## config.mk

```make
export PLATFORM = sky130hd
export DESIGN_NAME = column_run_length_map_decoder
export DESIGN_NICKNAME = d
export VERILOG_FILES = /design/src/rtl/core/clrd_pkg.sv /design/src/rtl/core/clrd_ctrl.sv /design/src/rtl/core/clrd_datapath.sv /design/src/rtl/core/column_run_length_map_decoder.sv
export SDC_FILE = /design/constraint.sdc
export NUM_CORES = 1
export LEC_CHECK = 0
export ABC_AREA = 1
export ABC_CLOCK_PERIOD_IN_PS = 2700
export BUFFER_PORTS_ARGS = -buffer_cell sky130_fd_sc_hd__buf_2
export CAP_MARGIN = 10
export CELL_PAD_IN_SITES_DETAIL_PLACEMENT = 2
export CELL_PAD_IN_SITES_GLOBAL_PLACEMENT = 2
export CORE_UTILIZATION = 30
export CTS_CLUSTER_DIAMETER = 60
export DETAILED_ROUTE_END_ITERATION = 10
export HOLD_SLACK_MARGIN = 0.15
export PLACE_DENSITY_LB_ADDON = 0.2
export SKIP_CTS_REPAIR_TIMING = 1
export SLEW_MARGIN = 20
export SYNTH_ARGS = -nofsm -noshare
export SYNTH_HDL_FRONTEND = slang
export SYNTH_SLANG_ARGS = --single-unit
```

## constraint.sdc

```tcl
create_clock -name clock -period 2.7 [get_ports clock]
set_input_delay 0.81 -clock clock [delete_from_list [all_inputs] [get_ports clock]]
set_output_delay 0.81 -clock clock [all_outputs]
set_load 0.005 [all_outputs]
```

## src/rtl/core/clrd_pkg.sv

```systemverilog
// ----------------------------------------------------------------------------
// clrd_pkg
// Shared types and constants of the column run-length map decoder.
// ----------------------------------------------------------------------------
package clrd_pkg;

   // Default geometry of the map and its file header.
   localparam int COLUMN_CELLS_DEF = 64;
   localparam int MAX_COLUMNS_DEF  = 240;
   localparam int HEADER_BYTES_DEF = 27;

   // Header byte positions of the little-endian map width.
   localparam int WIDTH_LO_IDX = 2;
   localparam int WIDTH_HI_IDX = 3;

   // A run holds at most 64 cells, so seven bits carry any run length.
   localparam int RUN_W = 7;

   // Body byte forms, taken from bits 7..6.
   localparam logic [1:0] FORM_LITERAL = 2'b00;
   localparam logic [1:0] FORM_SHORT   = 2'b01;
   localparam logic [1:0] FORM_ZERO    = 2'b10;
   localparam logic [1:0] FORM_SINGLE  = 2'b11;

   // Decoder status codes.
   localparam logic [1:0] ST_DECODING  = 2'd0;
   localparam logic [1:0] ST_COMPLETE  = 2'd1;
   localparam logic [1:0] ST_TRUNCATED = 2'd2;
   localparam logic [1:0] ST_BAD_WIDTH = 2'd3;

   // Commands from the controller to the datapath.
   typedef struct packed {
      logic accept;   // take the input word and update the decoder state
      logic emit;     // load the next result into the output register
   } cmd_type;

   // Status from the datapath to the controller.
   typedef struct packed {
      logic produces;   // the word on the input side gives results
      logic last_item;  // the pending run has one result left
      logic out_free;   // the output register can take a result
   } sts_type;

endpackage

```

## src/rtl/core/clrd_ctrl.sv

```systemverilog
// ----------------------------------------------------------------------------
// clrd_ctrl
// Controller: takes one input word, then paces its results into the output.
// ----------------------------------------------------------------------------
module clrd_ctrl (
   input  logic             clock,
   input  logic             reset,
   input  logic             req_tvalid,
   output logic             req_tready,
   input  clrd_pkg::sts_type sts,
   output clrd_pkg::cmd_type cmd
);
   import clrd_pkg::*;

   typedef enum logic {
      S_IDLE,
      S_EMIT
   } state_type;

   state_type state_ff;
   state_type state_in;

   assign req_tready = (state_ff == S_IDLE);
   assign cmd.accept = req_tvalid && (state_ff == S_IDLE);
   assign cmd.emit   = (state_ff == S_EMIT) && sts.out_free;

   always_comb begin
      state_in = state_ff;
      case (state_ff)
         S_IDLE: begin
            if (cmd.accept && sts.produces) begin
               state_in = S_EMIT;
            end
         end
         S_EMIT: begin
            if (cmd.emit && sts.last_item) begin
               state_in = S_IDLE;
            end
         end
         default: begin
            state_in = S_IDLE;
         end
      endcase
   end

   always_ff @(posedge clock) begin
      if (reset) begin
         state_ff <= S_IDLE;
      end else begin
         state_ff <= state_in;
      end
   end

endmodule

```

## src/rtl/core/clrd_datapath.sv

```systemverilog
// ----------------------------------------------------------------------------
// clrd_datapath
// Datapath: header parsing, run decode, run counters and output register.
// ----------------------------------------------------------------------------
module clrd_datapath #(
   parameter int COLUMN_CELLS = clrd_pkg::COLUMN_CELLS_DEF,
   parameter int MAX_COLUMNS  = clrd_pkg::MAX_COLUMNS_DEF,
   parameter int HEADER_BYTES = clrd_pkg::HEADER_BYTES_DEF
) (
   input  logic              clock,
   input  logic              reset,
   input  logic [7:0]        req_tdata,
   input  logic              req_tlast,
   input  clrd_pkg::cmd_type cmd,
   output clrd_pkg::sts_type sts,
   output logic              rsp_tvalid,
   input  logic              rsp_tready,
   output logic [23:0]       rsp_tdata,
   output logic              rsp_tuser,
   output logic              rsp_tlast
);
   import clrd_pkg::*;

   localparam int ROW_W = (COLUMN_CELLS > 2) ? $clog2(COLUMN_CELLS) : 1;
   localparam int REM_W = $clog2(COLUMN_CELLS + 1);
   localparam int CMP_W = (REM_W > RUN_W) ? REM_W : RUN_W;
   localparam int HC_W  = $clog2(HEADER_BYTES + 1);

   // Decoder state.
   logic [HC_W-1:0]  hdr_ff,     hdr_in;
   logic [7:0]       map_ff,     map_in;
   logic [7:0]       col_ff,     col_in;
   logic [ROW_W-1:0] row_ff,     row_in;
   logic             lit_ff,     lit_in;
   logic [RUN_W-1:0] pend_ff,    pend_in;
   logic [1:0]       fin_ff,     fin_in;

   // Run that is being played out.
   logic [7:0]       run_tile_ff,   run_tile_in;
   logic [ROW_W-1:0] run_row_ff,    run_row_in;
   logic [7:0]       run_col_ff,    run_col_in;
   logic             run_valid_ff,  run_valid_in;
   logic [RUN_W-1:0] run_left_ff,   run_left_in;
   logic [1:0]       run_status_ff, run_status_in;

   // Output register.
   logic             out_vld_ff,    out_vld_in;
   logic [7:0]       out_tile_ff,   out_tile_in;
   logic [5:0]       out_row_ff,    out_row_in;
   logic [7:0]       out_col_ff,    out_col_in;
   logic             out_flag_ff,   out_flag_in;
   logic             out_last_ff,   out_last_in;
   logic [1:0]       out_status_ff, out_status_in;

   // Run decode of the current word.
   logic             is_run;
   logic [RUN_W-1:0] cnt;
   logic [7:0]       tile;
   logic [CMP_W-1:0] remaining;
   logic [CMP_W-1:0] row_sum;
   logic             hit;
   logic [RUN_W-1:0] eff;
   logic [8:0]       col_next;
   logic [ROW_W+5:0] row_wide;

   assign remaining = CMP_W'(COLUMN_CELLS) - CMP_W'(row_ff);
   assign row_sum   = CMP_W'(row_ff) + CMP_W'(cnt);
   assign hit       = (CMP_W'(cnt) >= remaining);
   assign eff       = hit ? remaining[RUN_W-1:0] : cnt;
   assign col_next  = {1'b0, col_ff} + 9'd1;
   assign row_wide  = {6'd0, run_row_ff};

   always_comb begin
      is_run = 1'b0;
      cnt    = '0;
      tile   = '0;
      if (lit_ff) begin
         is_run = 1'b1;
         cnt    = pend_ff;
         tile   = req_tdata;
      end else begin
         case (req_tdata[7:6])
            FORM_LITERAL: begin
               is_run = 1'b0;
            end
            FORM_SHORT: begin
               is_run = 1'b1;
               cnt    = RUN_W'(req_tdata[5:4]) + RUN_W'(2);
               tile   = 8'(req_tdata[3:0]) + 8'd1;
            end
            FORM_ZERO: begin
               is_run = (req_tdata[5:0] != 6'd0);
               cnt    = RUN_W'(req_tdata[5:0]);
            end
            FORM_SINGLE: begin
               is_run = 1'b1;
               cnt    = RUN_W'(1);
               tile   = 8'(req_tdata[5:0]);
            end
            default: begin
               is_run = 1'b0;
            end
         endcase
      end
   end

   always_comb begin
      hdr_in        = hdr_ff;
      map_in        = map_ff;
      col_in        = col_ff;
      row_in        = row_ff;
      lit_in        = lit_ff;
      pend_in       = pend_ff;
      fin_in        = fin_ff;
      run_tile_in   = run_tile_ff;
      run_row_in    = run_row_ff;
      run_col_in    = run_col_ff;
      run_valid_in  = run_valid_ff;
      run_left_in   = run_left_ff;
      run_status_in = run_status_ff;

      if (cmd.accept && (fin_ff == ST_DECODING)) begin
         // Default is a single status-only result.
         run_tile_in  = '0;
         run_row_in   = '0;
         run_col_in   = '0;
         run_valid_in = 1'b0;
         run_left_in  = RUN_W'(1);

         if (hdr_ff < HC_W'(HEADER_BYTES)) begin
            if (hdr_ff == HC_W'(WIDTH_LO_IDX)) begin
               map_in = req_tdata;
            end else if (hdr_ff == HC_W'(WIDTH_HI_IDX)) begin
               if ((req_tdata != 8'd0) || (map_ff > 8'(MAX_COLUMNS))) begin
                  map_in = '0;
               end
            end
            hdr_in = hdr_ff + HC_W'(1);
            if ((hdr_in == HC_W'(HEADER_BYTES)) && (map_in == 8'd0)) begin
               fin_in = ST_BAD_WIDTH;
            end
         end else begin
            if (lit_ff) begin
               lit_in = 1'b0;
            end else if (req_tdata[7:6] == FORM_LITERAL) begin
               lit_in  = 1'b1;
               pend_in = RUN_W'(req_tdata[5:0]) + RUN_W'(1);
            end
            if (is_run) begin
               run_tile_in  = tile;
               run_row_in   = row_ff;
               run_col_in   = col_ff;
               run_valid_in = 1'b1;
               run_left_in  = eff;
               if (hit) begin
                  row_in = '0;
                  col_in = col_next[7:0];
                  if (col_next >= {1'b0, map_ff}) begin
                     fin_in = ST_COMPLETE;
                  end
               end else begin
                  row_in = row_sum[ROW_W-1:0];
               end
            end
         end

         if (req_tlast && (fin_in == ST_DECODING)) begin
            fin_in = ST_TRUNCATED;
         end
         run_status_in = fin_in;
      end else if (cmd.emit) begin
         run_row_in  = run_row_ff + ROW_W'(1);
         run_left_in = run_left_ff - RUN_W'(1);
      end
   end

   always_comb begin
      out_vld_in    = out_vld_ff;
      out_tile_in   = out_tile_ff;
      out_row_in    = out_row_ff;
      out_col_in    = out_col_ff;
      out_flag_in   = out_flag_ff;
      out_last_in   = out_last_ff;
      out_status_in = out_status_ff;
      if (cmd.emit) begin
         out_vld_in    = 1'b1;
         out_tile_in   = run_tile_ff;
         out_row_in    = row_wide[5:0];
         out_col_in    = run_col_ff;
         out_flag_in   = run_valid_ff;
         out_last_in   = (run_left_ff == RUN_W'(1));
         out_status_in = run_status_ff;
      end else if (rsp_tready) begin
         out_vld_in = 1'b0;
      end
   end

   always_ff @(posedge clock) begin
      if (reset) begin
         hdr_ff     <= '0;
         map_ff     <= '0;
         col_ff     <= '0;
         row_ff     <= '0;
         lit_ff     <= 1'b0;
         pend_ff    <= '0;
         fin_ff     <= ST_DECODING;
         out_vld_ff <= 1'b0;
      end else begin
         hdr_ff     <= hdr_in;
         map_ff     <= map_in;
         col_ff     <= col_in;
         row_ff     <= row_in;
         lit_ff     <= lit_in;
         pend_ff    <= pend_in;
         fin_ff     <= fin_in;
         out_vld_ff <= out_vld_in;
      end
   end

   always_ff @(posedge clock) begin
      run_tile_ff   <= run_tile_in;
      run_row_ff    <= run_row_in;
      run_col_ff    <= run_col_in;
      run_valid_ff  <= run_valid_in;
      run_left_ff   <= run_left_in;
      run_status_ff <= run_status_in;
      out_tile_ff   <= out_tile_in;
      out_row_ff    <= out_row_in;
      out_col_ff    <= out_col_in;
      out_flag_ff   <= out_flag_in;
      out_last_ff   <= out_last_in;
      out_status_ff <= out_status_in;
   end

   assign sts.produces  = (fin_ff == ST_DECODING);
   assign sts.last_item = (run_left_ff == RUN_W'(1));
   assign sts.out_free  = !out_vld_ff || rsp_tready;

   assign rsp_tvalid = out_vld_ff;
   assign rsp_tdata  = {out_status_ff, out_col_ff, out_row_ff, out_tile_ff};
   assign rsp_tuser  = out_flag_ff;
   assign rsp_tlast  = out_last_ff;

endmodule

```

## src/rtl/core/column_run_length_map_decoder.sv

```systemverilog
// ----------------------------------------------------------------------------
// column_run_length_map_decoder
// Decodes a column run-length map file, one byte per word, into cell writes.
// ----------------------------------------------------------------------------
//
//   Channel   Direction  Word contents
//   req_*     in         tdata: file byte; tlast: final byte of the file
//   rsp_*     out        tdata: tile, row, column, status; tuser: tile valid;
//                        tlast: last result of the input byte
//
// The controller accepts an input byte and then plays out its results into
// the output register, one per cycle while the result side does not stall.
// A byte after the map has finished gives no result. The decoder accepts no
// byte while a run plays out.
// Reset is synchronous and active high; it clears the decoder state at once.
// A stall on the result side holds the output register and pauses the run.
//
// The header is skipped after the width is taken from its third and fourth
// bytes. Each body byte that yields a run writes its cells down the current
// column, cut at the bottom of the column. Every result of one byte carries
// the status as it stands after that byte, so the run length and the next
// status are settled when the byte is accepted.
//
module column_run_length_map_decoder #(
   parameter int COLUMN_CELLS = clrd_pkg::COLUMN_CELLS_DEF,
   parameter int MAX_COLUMNS  = clrd_pkg::MAX_COLUMNS_DEF,
   parameter int HEADER_BYTES = clrd_pkg::HEADER_BYTES_DEF
) (
   input  logic        clock,
   input  logic        reset,
   input  logic        req_tvalid,
   output logic        req_tready,
   input  logic [7:0]  req_tdata,   // [7:0] data_byte
   input  logic        req_tlast,   // stream_end
   output logic        rsp_tvalid,
   input  logic        rsp_tready,
   output logic [23:0] rsp_tdata,   // [7:0] tile_value, [13:8] cell_row,
                                    // [21:14] cell_column, [23:22] status
   output logic        rsp_tuser,   // [0] tile_valid
   output logic        rsp_tlast    // run_last
);
   import clrd_pkg::*;

   cmd_type cmd;
   sts_type sts;

   // The controller sequences acceptance and result playout.
   clrd_ctrl u_ctrl (
      .clock      (clock),
      .reset      (reset),
      .req_tvalid (req_tvalid),
      .req_tready (req_tready),
      .sts        (sts),
      .cmd        (cmd)
   );

   // The datapath holds the decoder state, the pending run and the output.
   clrd_datapath #(
      .COLUMN_CELLS (COLUMN_CELLS),
      .MAX_COLUMNS  (MAX_COLUMNS),
      .HEADER_BYTES (HEADER_BYTES)
   ) u_datapath (
      .clock      (clock),
      .reset      (reset),
      .req_tdata  (req_tdata),
      .req_tlast  (req_tlast),
      .cmd        (cmd),
      .sts        (sts),
      .rsp_tvalid (rsp_tvalid),
      .rsp_tready (rsp_tready),
      .rsp_tdata  (rsp_tdata),
      .rsp_tuser  (rsp_tuser),
      .rsp_tlast  (rsp_tlast)
   );

endmodule
```

==> flow_summary.yaml, run 1 <==
sta:
  setup_viol: 1
  fin_worst_skew_ps: 12.29
  slew_headroom_pct: 41.99
  rsz0062_at_grt: "true"
  max_freq_ghz: 0.3674
  worst_slew_pin_slew_ps: 869.2
  hold_viol_final: 0
  fin_ws_ps: -22.10
  min_period_ps: 2722
  tns_ps: -22.10
  post-route-period-util_pct: 100.8
  drv_slew: 0
logic_synthesis:
  synth-simple-area-share_pct: 18.26
  ys.warnings.count: 0
  ys.flop_type: "edfxtp_1"
  netlist_instances: 570
  synth_cell_type_count: 41
  muxShareOfSynthArea_pct: 0
  ys_seq_area_share_pct: 49.61
  synth-edff-count: 58
  synthesis.nets: 613
  synth-compound-area-share_pct: 13.66
  synth_fa_ha_area_share_pct: 7.530
  synth_top_family_by_area: "simple AND/OR/NAND/NOR gates"
  async_flop_share_pct: 0
  synth-seq-cells: 97
  syn_area_sq_um: 5085
  synth_area_per_cell_sq_um: 8.921
  synth_xor_area_share_pct: 3.100
cts:
  numCtsBuffers: 9
  clockRootBuffer: "clkbuf_16"
  htree_levels: 3
  clk_path_buf_depth: 2
  clk_latency_ps: 360
  cts.sinks: 97
  cts.clk_slew.worst_paths_ps: 70
  cts_tree: "built"
cells_and_area:
  drive_gt1_share_pct: 28.13
  final_cell_mix: "77 x nand2_1, 73 x inv_1, 62 x buf_4"
  utilization_pct: 38.93
  diodes: 0
  final_common_cell: "nand2_1"
  nNetsFinal: 717
  area_growth_pct: 26.97
  stdcell_area_sq_um: 6456
critical_path:
  start_kind: "flip-flop"
  critical_path.cell_chain: "buf_4 > ha_2 > nand3_1 > nor2_1 > nand2_2 > xor2_2 > inv_1 > ha_1 > nand2_2 > nor2_1 > a21oi_1 > a21boi_2 > nand2_2 > nand2_4 > nand3_2 > nand3_2 > nand2_2 > a21oi_2"
  crit_top_cell: "nand2_2"
  crit_path_top_delay_cell: "dfxtp_1"
  slowest_delay_ps: 350
  crit_arrival_ps: 3010
  crit_family: "simple AND/OR/NAND/NOR gates"
  worstSetupEndpointType: "flip-flop"
  worstSetupPathType: "reg -> reg"
  crit_required_ps: 2990
  path_buf_inv: 2
  critPathMaxFanout: 4
power:
  total_power_uw: 3763
  ir_drop_uv: 245.1
  power_leakage_uw: 0.002816
  powerDensity_nw_per_um2: 582.8
placement:
  port_buffers: 40
  place_ws_ps: -445.4
  dp_hpwl_mm: 12.06
  place_congestion: 0.8735
  place_area_sq_um: 5931
global_routing:
  grt_util_all_layers_pct: 18.28
  overflow: 0
  antenna_found_initial: 0
  grt_pass1_wl_mm: 24.76
  grt_pass1_vias: 4679
  grt_max_degree: 25
floorplan:
  die_height_microns: 132.2
  num_rows: 47
  coreArea_sq_um: 16580
  die_area_sq_um: 17470
  die_w_microns: 132.2
  io_pins: 41
  start_util_pct: 30.66
run:
  drv_cap: 0
drt:
  firstDrtPassIters: 4
  drcViolationCount: 0
  viasPerCell: 4.792
  ant_nets: 0
  wl_per_cell_microns: 17.40
  drt-total-wl_mm: 15.65
  drt_iter0_drc: 177
  via_count: 4308
outcome:
  violations: "negative setup slack"
  status: "finished with violations"
worst_hold_path:
  hold_class: "reg -> reg"
==> cell type report <==
cell class              count  area, sq um
flip-flops and latches     97         2525
repair buffers            106        728.2
multi-input cells         373         2301
clock inverters             7        72.57
inverters                  87        329.1
fillers                  1866        10130
clock buffers               9        225.2
well taps                 220        275.3
==> state kept, by name, indices dropped and copies added, names as in the netlist, 2 cells and up <==
register,count
u_datapath.run_tile_ff,8
u_datapath.pend_ff,7
u_datapath.out_tile_ff,8
u_datapath.run_col_ff,8
u_datapath.run_row_ff,6
u_datapath.out_col_ff,8
u_datapath.map_ff,8
u_datapath.col_ff,8
u_datapath.out_row_ff,6
u_datapath.run_left_ff,7
u_datapath.row_ff,6
u_datapath.run_status_ff,2
u_datapath.out_status_ff,2
u_datapath.fin_ff,2
u_datapath.hdr_ff,5
==> cells in the mapped netlist, types with 5 or more instances <==
master,number,area share [%]
o22ai_1,5,0.62
a21oi_1,49,4.8
edfxtp_1,58,34
o21ai_0,26,2.6
inv_2,7,0.52
o21ai_1,8,0.79
nand2_1,82,6.1
nand3_1,24,2.4
dfxtp_1,39,15
inv_1,80,5.9
xor2_1,17,2.9
clkbuf_1,6,0.44
o211ai_1,10,1.5
a21oi_2,5,0.86
nor3_1,10,0.98
nor2_1,65,4.8
ha_1,29,7.1
==> path summary, 6_finish.rpt <==
path                               endpoint  cells past startpoint  slack, ps                      start
setup / recovery       u_datapath.fin_ff[1]                     18        -20       u_datapath.col_ff[0]
hold / removal    u_datapath.out_tile_ff[3]                      0        420  u_datapath.run_tile_ff[3]
setup reg to reg       u_datapath.fin_ff[1]                     18        -20       u_datapath.col_ff[0]
hold reg to reg   u_datapath.out_tile_ff[3]                      0        420  u_datapath.run_tile_ff[3]
==> kinds of logic after synthesis <==
kind of cell,count (synthesis)
compound gates,119
xor+xnor,18
fa+ha+maj,30
buf+inv,100
flops,97
simple gates,206
==> through the flow <==
step                std cells  hold slack [ps]
detailed placement        872            407.9
global placement          872            401.6
CTS                       888            426.8
floorplan                 570            400.3
finish                    899            424.8
global route              899            434.9
==> power by group <==
group | total (uW) | internal, uW | switching (uW)
sequential | 1820 | 1740 | 79.5
combinational | 636 | 246 | 390
clock | 1310 | 654 | 653
total | 3760 | 2640 | 1120
==> worst reg2reg max path, cell delays in order, from the launching register on <==
cell      delay, ps
dfxtp_1         350
buf_4           140
ha_2            200
nand3_1         140
nor2_1          180
nand2_2         100
xor2_2          160
inv_1            70
ha_1            300
nand2_2          80
nor2_1           50
a21oi_1         150
a21boi_2        210
nand2_2          90
nand2_4          90
nand3_2          80
nand3_2         100
nand2_2          50
a21oi_2         130
==> metal layers <==
metal	vias up	global-route usage (%)	share of wire, %	wire length, microns
li1	2110	-	-	-
met1	2120	22.78	46	7166
met2	56	32.83	51	7925
met3	22	2.038	1.7	263
met4	0	5.939	1.9	291
met5	-	0	0	0
No activity file was read; power rests on OpenSTA's default activity.
==> run 2, diff against run 1 <==
- CAP_MARGIN: 10 -> 5
- CTS_CLUSTER_DIAMETER: 60 -> 30
- MAX_ROUTING_LAYER: default -> met4
==> run 2 against run 1 <==
The run still ends with negative setup slack left. Count of clock-buffer cells in the layout stayed put. Sequential power hardly changed. Sequential share of layout area stayed put. Worst setup slack worse by 7.6 ps. Routed wire length is 0.27% higher. Combinational power hardly changed. Clock power hardly changed. Worst hold slack hardly changed. Critical path depth stayed put. Critical path type unchanged. Highest routed layer unchanged.
==> flow_summary.yaml, run 2 (same netlist as run 1, synthesis figures left out) <==
worst_hold_path:
  hold_class: "reg -> reg"
  min_from: "u_datapath.run_tile_ff[3]"
power:
  ir_drop_uv: 244.6
  seqPwrFrac_pct: 48.3
  switchingPower_uw: 1125
  combPwrFrac_pct: 17.0
  sw_frac_of_total_pct: 29.88
  total_power_uw: 3765
  pwr-share-clk_pct: 34.7
  power_leakage_uw: 0.002816
  internal_power_uw: 2640
  powerDensity_nw_per_um2: 583.2
global_routing:
  antenna_found_initial: 0
  grt_max_degree: 25
  grt_pass1_wl_mm: 24.76
  overflow: 0
  grt_util_all_layers_pct: 18.85
  grt_pass1_vias: 4679
sta:
  min_period_ps: 2730
  hold_viol_final: 0
  fin_worst_skew_ps: 12.37
  setup_viol: 1
  rsz0062_at_grt: "true"
  fin_ws_ps: -29.74
  slew_headroom_pct: 41.53
  post-route-period-util_pct: 101.1
  max_freq_ghz: 0.3663
  hold_slack_ps: 424.7
  worst_slew_pin_slew_ps: 876.0
  drv_slew: 0
drt:
  via_count: 4306
  drt_iter0_drc: 180
  wl_per_cell_microns: 17.45
  ant_nets: 0
  drcViolationCount: 0
  drt-total-wl_mm: 15.69
  firstDrtPassIters: 4
  viasPerCell: 4.790
critical_path:
  slowest_delay_ps: 350
  r2r_cells: 18
  crit_family: "simple AND/OR/NAND/NOR gates"
  regToRegStartpoint: "u_datapath.col_ff[0]"
  crit_top_cell: "nand2_2"
  critPathMaxFanout: 4
  crit_end: "u_datapath.fin_ff[1]"
  r2r_end: "u_datapath.fin_ff[1]"
  crit_path_top_delay_cell: "dfxtp_1"
  crit_start: "u_datapath.col_ff[0]"
  start_kind: "flip-flop"
  path_buf_inv: 2
  rrSetupSlack_ps: -30
  worstSetupEndpointType: "flip-flop"
  cp.depth: 18
  crit_arrival_ps: 3020
  worstSetupPathType: "reg -> reg"
  critical_path.cell_chain: "buf_4 > ha_2 > nand3_1 > nor2_1 > nand2_2 > xor2_2 > inv_1 > ha_1 > nand2_2 > nor2_1 > a21oi_1 > a21boi_2 > nand2_2 > nand2_4 > nand3_2 > nand3_2 > nand2_2 > a21oi_2"
  crit_required_ps: 2990
floorplan:
  io_pins: 41
  die_area_sq_um: 17470
  die_height_microns: 132.2
  start_util_pct: 30.66
  coreArea_sq_um: 16580
  num_rows: 47
  die_w_microns: 132.2
cts:
  clockRootBuffer: "clkbuf_16"
  cts_tree: "built"
  cts.sinks: 97
  clk_path_buf_depth: 2
  htree_levels: 3
  clk_latency_ps: 360
  cts.clk_slew.worst_paths_ps: 70
  numCtsBuffers: 9
outcome:
  status: "finished with violations"
  violations: "negative setup slack"
cells_and_area:
  diodes: 0
  area_growth_pct: 26.97
  finalNonFillerCells: 899
  final_cell_mix: "77 x nand2_1, 73 x inv_1, 62 x buf_4"
  fill_cells: 1866
  drive_gt1_share_pct: 28.13
  nNetsFinal: 717
  final_common_cell: "nand2_1"
run:
  drv_cap: 0
placement:
  dp.cells: 872
  dp_hpwl_mm: 12.06
  place_congestion: 0.8878
  port_buffers: 40
-- run 2: power groups by stage --
| stage | clock network [uW] | logic [uW] | registers (uW) |
|---|---|---|---|
| floorplan | 0 | 374 | 1840 |
| finish | 1310 | 638 | 1820 |
| global route | 1410 | 716 | 1840 |
| CTS | 1340 | 630 | 1820 |
| detailed placement | 0 | 628 | 1860 |
| global placement | 0 | 596 | 1840 |
-- run 2: final cells by class --
cell class | count | area, sq um | share of cell area (%)
Sequential cell | 97 | 2525 | 39.11
Multi-Input combinational cell | 373 | 2301 | 35.64
Timing Repair Buffer | 106 | 728.2 | 11.28
Inverter | 87 | 329.1 | 5.097
Tap cell | 220 | 275.3 | 4.264
Clock buffer | 9 | 225.2 | 3.488
Clock inverter | 7 | 72.57 | 1.124
-- run 2: worst min-delay path by stage --
stage	cells after the start	slack, ps	end
after floorplan	0	400	u_datapath.out_col_ff[0]
after global placement	0	400	u_datapath.out_status_ff[0]
after detailed placement	0	410	u_datapath.out_col_ff[0]
after CTS	0	430	u_datapath.out_col_ff[0]
after global routing	0	430	u_datapath.out_col_ff[0]
final	0	420	u_datapath.out_tile_ff[3]
-- run 2: per-layer routing --
layer	global-route usage (%)	part of all wire, %	vias up
met5	-	0	-
met4	5.939	1.7	0
met3	2.038	1.9	23
met2	32.77	50	60
met1	22.86	46	2112
li1	-	-	2111
-- run 2: per-stage QoR --
stage	utilization, %	setup slack, ps	instance area, sq um	TNS (ps)
after floorplan	-	40.53	5087	0
after global placement	35.76	-211.4	5931	-3929
after detailed placement	35.76	-445.4	5931	-9329
after CTS	37.56	-247.4	6228	-1496
after global routing	38.93	-224.4	6456	-596.7
final	38.93	-29.74	6456	-29.74
==> run 3, diff against run 2 <==
- ABC_AREA: 1 -> default
- ABC_CLOCK_PERIOD_IN_PS: 2700 -> 2800
- CTS_BUF_LIST: default -> sky130_fd_sc_hd__clkbuf_2 sky130_fd_sc_hd__clkbuf_4 sky130_fd_sc_hd__clkbuf_8
- clock period: 2.7 -> 2.8 ns (I/O delays scaled with it)
==> run 3 against run 2 <==
The flow now finishes without violations. Largest power group unchanged. Combinational power is 32% lower. Critical endpoint is now u_datapath.run_left_ff[3]. Die area is 1.3% lower. Synthesized area is 1.4% lower.
==> flow_summary.yaml, run 3 <==
drt:
  wl_per_cell_microns: 18.80
  ant_nets: 0
  firstDrtPassIters: 4
  drcViolationCount: 0
  viasPerCell: 4.957
  drt_iter0_drc: 170
  via_count: 3911
  drt-total-wl_mm: 14.83
cts:
  numCtsBuffers: 9
  cts.clk_slew.worst_paths_ps: 110
  clockRootBuffer: "clkbuf_8"
  clk_latency_ps: 400
  clk_path_buf_depth: 2
  cts_tree: "built"
  cts.sinks: 97
  htree_levels: 3
logic_synthesis:
  synth_fa_ha_area_share_pct: 7.633
  synth-compound-area-share_pct: 12.35
  async_flop_share_pct: 0
  ys.flop_type: "edfxtp_1"
  ys.warnings.count: 0
  synthesis.nets: 527
  yosysTopAreaCell: "edfxtp_1"
  muxShareOfSynthArea_pct: 1.422
  synth_cell_type_count: 62
  synth_top_family_by_area: "simple AND/OR/NAND/NOR gates"
  yosys-top-cells-area: "edfxtp_1 35%, dfxtp_1 16%, ha_1 7.2%"
  synth_xor_area_share_pct: 6.286
  synth-simple-area-share_pct: 17.29
  syn_area_sq_um: 5016
  synth-seq-cells: 97
  yosys.cell_count.top_type: "edfxtp_1"
  synth_top_area_share_pct: 34.72
  ys_seq_area_share_pct: 50.29
  yosys-top-cells-count: "58 x edfxtp_1, 54 x nor2_1, 39 x dfxtp_1"
  synth_area_per_cell_sq_um: 10.36
  synth-edff-count: 58
  netlist_instances: 484
sta:
  setup_viol: 0
  max_freq_ghz: 0.3642
  post-route-period-util_pct: 98.07
  hold_slack_ps: 428.2
  fin_worst_skew_ps: 15.69
  drv_slew: 0
  slew_headroom_pct: 44.28
  min_period_ps: 2746
  worst_slew_pin_slew_ps: 832.8
  hold_viol_final: 0
placement:
  dp_hpwl_mm: 11.15
  place_congestion: 0.8298
  place_area_sq_um: 5786
  port_buffers: 40
critical_path:
  r2r_end: "u_datapath.fin_ff[1]"
  crit_arrival_ps: 2890
  rrSetupSlack_ps: 120
  worstSetupEndpointType: "flip-flop"
  crit_path_top_delay_cell: "ha_1"
  slowest_delay_ps: 290
  critical_path.cell_chain: "buf_2 > buf_6 > a21oi_1 > o31ai_2 > inv_1 > ha_1 > nand2b_1 > a31oi_4 > o21ai_4 > buf_6 > mux2i_2 > o22ai_1"
  crit_required_ps: 2940
  crit_top_cell: "buf_6"
  regToRegStartpoint: "u_datapath.col_ff[0]"
  critPathMaxFanout: 11
  r2r_cells: 11
  start_kind: "primary input"
  worstSetupPathType: "in -> reg"
global_routing:
  grt_util_all_layers_pct: 17.97
  overflow: 0
  grt_pass1_wl_mm: 23.31
  grt_max_degree: 40
  antenna_found_initial: 0
  grt_pass1_vias: 4207
cells_and_area:
  final_cell_mix: "58 x edfxtp_1, 53 x buf_4, 51 x nor2_1"
  final_common_cell: "edfxtp_1"
  stdcell_area_sq_um: 6150
  drive_gt1_share_pct: 27.23
  nNetsFinal: 611
  fill_cells: 1768
  area_growth_pct: 22.60
  diodes: 0
floorplan:
  die_height_microns: 131.3
  die_w_microns: 131.3
  io_pins: 41
  num_rows: 46
  coreArea_sq_um: 16120
  start_util_pct: 31.13
  die_area_sq_um: 17240
power:
  total_power_uw: 3115
  ir_drop_uv: 204.3
  powerDensity_nw_per_um2: 506.6
  power_leakage_uw: 0.002417
worst_hold_path:
  hold_class: "reg -> reg"
  min_from: "u_datapath.run_status_ff[1]"
  hold_depth: 0
  hold_path_end: "u_datapath.out_status_ff[1]"
run:
  drv_cap: 0
outcome:
  status: "complete, no violations"
run 3: cell count changes in the layout (fill, tap and decap cells not counted), moves of 10 or more:
cell     change
nor2_1      -10
inv_1       -45
nand2_1     -44
a21oi_1     -29
a22oi_1     +13
inv_2       -13
o21ai_0     -13
xnor2_1     +19
and3_1      +14
run 3: cell type report:
cell class	count	area, sq um	area share [%]
sequential	97	2527	41.10
clock inverter	7	81.33	1.322
inverter	28	105.1	1.709
timing repair buffer	97	651.9	10.60
clock buffer	9	123.9	2.014
tap	216	270.3	4.395
multi-input combinational	335	2390	38.86
run 3: worst max-delay path: cells and delay by family:
| family | cells | cell delay (ps) |
|---|---|---|
| mux | 1 | 270 |
| simple gates | 1 | 160 |
| fa+ha+maj | 1 | 290 |
| compound gates | 5 | 770 |
| buf+inv | 4 | 540 |
run 3: cells by family after synthesis:
kind of cell	after synthesis
simple gates	169
flops	97
compound gates	93
buf+inv	52
xor+xnor	36
fa+ha+maj	30
mux	7
run 3: worst max-delay path by stage:
stage / from / to / slack [ps]
2_1_floorplan: req_tdata[6] / u_datapath.row_ff[5] / 20
3_3_place_gp: req_tdata[6] / u_datapath.run_left_ff[3] / -570
3_5_place_dp: req_tdata[6] / u_datapath.run_left_ff[3] / -600
4_1_cts: req_tdata[6] / u_datapath.run_left_ff[3] / -170
5_1_grt: req_tdata[6] / u_datapath.run_left_ff[2] / -60
6_report: req_tdata[7] / u_datapath.run_left_ff[3] / 50
run 3: layer usage:
layer  GRT usage [%]  share of wire (%)
met1           23.58                 48
met2           28.10                 48
met3           2.469                2.0
met4           6.912                1.9
met5               -                  0
run 3: per-stage QoR:
stage / cells / util, % / setup WS, ps / setup TNS [ps]
CTS: 786 / 37.17 / -168.5 / -1040
global placement: 770 / 35.90 / -567.5 / -10220
finish: 789 / 38.16 / 54.00 / 0
detailed placement: 770 / 35.90 / -605.0 / -11230
floorplan: 484 / - / 17.96 / 0
global route: 789 / 38.16 / -64.62 / -332.4
run 3: where the power goes:
group / internal, uW / switching [uW]
sequential: 1650 / 67.7
clock: 357 / 606
combinational: 187 / 249
total: 2190 / 923
